<file path="config.mk">
export PLATFORM = sky130hd
export DESIGN_NAME = srs_front
export DESIGN_NICKNAME = d
export VERILOG_FILES = /design/src/hdl/srs_pkg.sv /design/src/hdl/srs_front.sv
export SDC_FILE = /design/constraint.sdc
export NUM_CORES = 1
export LEC_CHECK = 0
export CAP_MARGIN = 30
export CORE_ASPECT_RATIO = 0.8
export CORE_MARGIN = 5
export CORE_UTILIZATION = 35
export DETAILED_ROUTE_END_ITERATION = 8
export DONT_BUFFER_PORTS = 1
export PLACE_DENSITY_LB_ADDON = 0.12
export SETUP_SLACK_MARGIN = 0.2
export SLEW_MARGIN = 25
export SYNTH_ARGS = -nofsm -noshare
export SYNTH_HDL_FRONTEND = slang
export SYNTH_SLANG_ARGS = --single-unit
</file>
<file path="constraint.sdc">
create_clock -name clk -period 7.9 [get_ports clk]
set_input_delay 1.58 -clock clk [delete_from_list [all_inputs] [get_ports clk]]
set_output_delay 1.58 -clock clk [all_outputs]
set_load 0.01 [all_outputs]
</file>
<file path="src/hdl/srs_pkg.sv">
// Shared types, constants and generator functions for the seeded array shuffler.
// Used by the front end, back end, generator and top level; depends on nothing else.
`default_nettype none
package srs_pkg;

  // MT19937-64 state geometry.
  localparam int unsigned GEN_N = 312;
  localparam logic [8:0] GEN_LAST  = 9'd311;
  localparam logic [8:0] GEN_M     = 9'd156;
  localparam logic [8:0] GEN_SPLIT = 9'd156;

  localparam logic [63:0] GEN_MATRIX       = 64'hB502_6F5A_A966_19E9;
  localparam logic [63:0] GEN_UPPER        = 64'hFFFF_FFFF_8000_0000;
  localparam logic [63:0] GEN_LOWER        = 64'h0000_0000_7FFF_FFFF;
  localparam logic [63:0] GEN_DEFAULT_SEED = 64'd5489;
  localparam logic [63:0] GEN_SEED_MULT    = 64'h5851_F42D_4C95_7F2D;

  // Shuffle mode codes; the fourth code behaves like off.
  localparam logic [1:0] MODE_OFF    = 2'd0;
  localparam logic [1:0] MODE_CONT   = 2'd1;
  localparam logic [1:0] MODE_RESEED = 2'd2;

  typedef enum logic {
    REG_MODE = 1'b0,
    REG_SEED = 1'b1
  } srs_reg_t;

  typedef enum logic [1:0] {
    CMD_LOAD      = 2'd0,
    CMD_LOAD_LAST = 2'd1,
    CMD_READ      = 2'd2
  } srs_kind_t;

  typedef struct packed {
    srs_kind_t   kind;
    logic [63:0] element;
  } srs_cmd_t;

  typedef struct packed {
    logic        seed;
    logic        draw;
    logic [63:0] seed_word;
  } gen_req_t;

  typedef struct packed {
    logic busy;
    logic done;
  } gen_stat_t;

  function automatic logic [63:0] gen_twist(input logic [63:0] hi, input logic [63:0] lo,
                                            input logic [63:0] far);
    logic [63:0] x;
    begin
      x = (hi & GEN_UPPER) | (lo & GEN_LOWER);
      gen_twist = far ^ (x >> 1) ^ (x[0] ? GEN_MATRIX : 64'd0);
    end
  endfunction

  function automatic logic [63:0] gen_temper(input logic [63:0] y);
    logic [63:0] x;
    begin
      x = y;
      x = x ^ ((x >> 29) & 64'h5555_5555_5555_5555);
      x = x ^ ((x << 17) & 64'h71D6_7FFF_EDA6_0000);
      x = x ^ ((x << 37) & 64'hFFF7_EEE0_0000_0000);
      x = x ^ (x >> 43);
      gen_temper = x;
    end
  endfunction

endpackage
`default_nettype wire

</file>
<file path="src/hdl/srs_front.sv">
// Command front end: classifies incoming words and queues them in a two-entry FIFO.
// Depends on srs_pkg.
`default_nettype none
module srs_front (
  input  wire logic             clk,
  input  wire logic             rst,
  input  wire logic             start,
  output logic                  busy,
  input  wire logic             req_type,
  input  wire logic [63:0]      element_in,
  input  wire logic             last_in,
  output logic                  cmd_valid,
  output srs_pkg::srs_cmd_t     cmd,
  input  wire logic             cmd_pop
);

  srs_pkg::srs_cmd_t q [2];
  logic       wp;
  logic       rp;
  logic [1:0] cnt;
  logic       push;
  srs_pkg::srs_cmd_t in_cmd;

  assign busy      = (cnt == 2'd2);
  assign cmd_valid = (cnt != 2'd0);
  assign cmd       = q[rp];
  assign push      = start && !busy;

  always_comb begin
    in_cmd.element = element_in;
    if (req_type) begin
      in_cmd.kind = srs_pkg::CMD_READ;
    end else if (last_in) begin
      in_cmd.kind = srs_pkg::CMD_LOAD_LAST;
    end else begin
      in_cmd.kind = srs_pkg::CMD_LOAD;
    end
  end

  always_ff @(posedge clk) begin
    if (push) begin
      q[wp] <= in_cmd;
    end
    if (rst) begin
      wp  <= 1'b0;
      rp  <= 1'b0;
      cnt <= 2'd0;
    end else begin
      if (push) begin
        wp <= ~wp;
      end
      if (cmd_pop) begin
        rp <= ~rp;
      end
      cnt <= cnt + {1'b0, push} - {1'b0, cmd_pop};
    end
  end

endmodule
`default_nettype wire

</file>
==> impl_metrics.yaml <==
run_status:
  outcome: "complete, no violations"
final_layout:
  nets: 320
  multiInputGateArea_sq_um: 1020
  register_area_sq_um: 4070
  fin_cells: 445
  fillCellCount: 1285
  layout-drive-gt1-share: 0.387
  areaGrowthSynthToFinish_pct: 16.4
  final_cell_area_sq_um: 6000
  diodes: 0
place:
  port-buffer-count: 0
  dpl.cell_count: 413
  gp_congestion: 0.670
  dp_hpwl_um: 6000
  place_ws_ps: 4310
  placed_cell_area_sq_um: 5390
timing:
  setup_ws_ps: 4130
  tns_ps: 0
  min_period_ps: 3770
  fin_crit_sh: 0.477
  setup_viol: 0
  fmax_mhz: 266
  slew_violations: 0
  final_hold_viol_count: 0
  skew_ps: 5.36
  relSlewSlack: 0.494
  rsz0062_at_grt: "false"
  worst_slew_pin_slew_ps: 758
power_and_ir_drop:
  p_sw_uw: 400
  intPower_mw: 1.52
  p_per_area_nw_per_um2: 319
  power_frac_seq: 0.471
  finalPower_mw: 1.92
  p_comb_frac: 0.097
  clockPowerShare: 0.432
  switching_share: 0.209
  p_leak_nw: 2.07
  ir_drop_v: 0.000158
detailed_routing:
  drc: 0
  viasPerCell: 4.70
  wl_per_cell_um: 20.3
  first_pass_iters: 4
  wl_um: 9050
  num_vias: 2090
  drt_iter0_drc: 125
  drtAntennaViolNets: 0
grt:
  grt_use_total: 0.107
  grt_pass1_wl_um: 13700
  globalRouteOverflowTotal: 0
  grt_max_degree: 36
  grt_pass1_vias: 2286
  antenna_found_initial: 1
logic_synthesis:
  ys_types: 22
  ys_ff_latch: 137
  yosysTopAreaCellShare: 0.768
  ys_top_cells_by_area: "edfxtp_1 77%, mux2_4 12%, mux2_2 5.7%, dfxtp_1 1.9%, buf_6 1.1%"
  synth_largest_area_cell: "edfxtp_1"
  netlist_instances: 232
  synth_nets: 304
  netlist_area_sq_um: 5160
  syn_avg_cell_area_sq_um: 22.2
  ys_seq_area_frac: 0.788
  yosysWarnings: 0
hold_path:
  min_path_cells: 2
  min_path_type: "reg2reg"
worst_setup_path:
  setup.worst_path.end_class: "output pin"
  worstSetupStartpointType: "flop"
  worst-endpoint-required_ps: 6320
  crit_arrival_ps: 2190
  reg2reg_depth: 5
  critical_path_class: "reg2out"
  worstPathMaxFanout: 35
clock_tree:
  cts_resized: 0
  postCtsHoldBufs: 0
  clock-root-buffer: "clkbuf_16"
  numClockSinks: 137
  cts_buffers: 17
  clk-insertion-delay-late_ps: 410
  clockBufferDepth: 2
  cts_tree: "done"
  cts_setup_buffers: 0
  cts_max_level: 4
  clkSlewWorstSetupHoldPaths_ps: 50
floorplanning:
  die_w_um: 146
  core_sq_um: 14300
  boundaryPins: 138
  die_y_um: 119
  rows: 39
  initial_core_util: 0.360
  die_area_sq_um: 17300
job:
  cap_viol_max_count: 0
## power by group through the flow
stage	clock [mW]	combinational, mW	sequential [mW]
finish	0.828	0.186	0.902
global route	0.885	0.202	0.910
CTS	0.848	0.193	0.904
detailed placement	0	0.193	0.919
global placement	0	0.188	0.916
floorplan	0	0.160	0.908
## sequential cells by signal (all words and copies together), names as in the netlist, named ones only
name and cells:
cnt 2, q 132, rp 1, wp 1
## worst paths after layout
check	slack, ps	to	start
setup / recovery	4130	cmd[3]	flop
hold / removal	510	wp$_SDFFE_PP0P_	wp$_SDFFE_PP0P_
setup reg to reg	5470	q[0][12]$_DFFE_PP_	cnt[0]$_SDFF_PP0_
hold reg to reg	510	wp$_SDFFE_PP0P_	wp$_SDFFE_PP0P_
## area by class of cell
cell class	count	area share
Clock buffer	23	0.0746
Clock inverter	9	0.0285
Inverter	4	0.00250
Multi-Input combinational cell	84	0.169
Sequential cell	137	0.677
Tap cell	184	0.0383
Timing Repair Buffer	4	0.00917
## logic make-up (layout without fill, tap and decap cells)
logic type	count (synthesis)	after routing	synth area share
mux	66	66	0.173
simple gates	12	12	0.0131
buf+inv	11	40	0.0158
xor+xnor	2	2	0.00340
flops	137	137	0.788
compound gates	2	2	0.00194
fa+ha+maj	2	2	0.00485
## layer usage
layer  part of all wire  vias to the layer above  wire, um  track usage
met2               0.43                      104      3890        0.146
met5             0.0012                        -        11            0
met3               0.18                       15      1620        0.105
met1               0.38                     1031      3400        0.112
met4              0.013                        2       122       0.0455
li1                   -                      938         -            -
## cells in the mapped netlist
| cell | instances |
|---|---|
| buf_6 | 5 |
| nor2b_1 | 2 |
| or3_1 | 1 |
| mux2_2 | 26 |
| inv_1 | 3 |
| and3_2 | 1 |
| and2_1 | 1 |
| mux2_4 | 40 |
| edfxtp_1 | 132 |
| nor2_1 | 3 |
| inv_2 | 1 |
| dfxtp_1 | 5 |
| a21oi_1 | 1 |
| xnor2_1 | 1 |
| or2_2 | 1 |
| nand2b_2 | 1 |
| o21ai_0 | 1 |
| xor2_1 | 1 |
| buf_2 | 2 |
| ha_1 | 2 |
| nor3_1 | 1 |
| nand2_1 | 1 |
## metrics by stage
stage	hold slack (ps)	utilization
final	509	0.419
after global placement	487	0.373
after global routing	542	0.419
after detailed placement	490	0.375
after CTS	508	0.419
after floorplan	451	-
## layout by cell type, fill, tap and decap left out, drive strengths merged, types with 2 or more instances in the layout
master,instances
buf,4
bufinv,5
nor2,3
clkinv,3
mux2,66
nor2b,2
clkbuf,23
dfxtp,5
ha,2
inv,4
edfxtp,132
## critical path: stages, from the launching register on
cell     delay (ps)
dfxtp_4         690
buf_4           580
mux2_2          440
(Power assumes the default switching activity.)
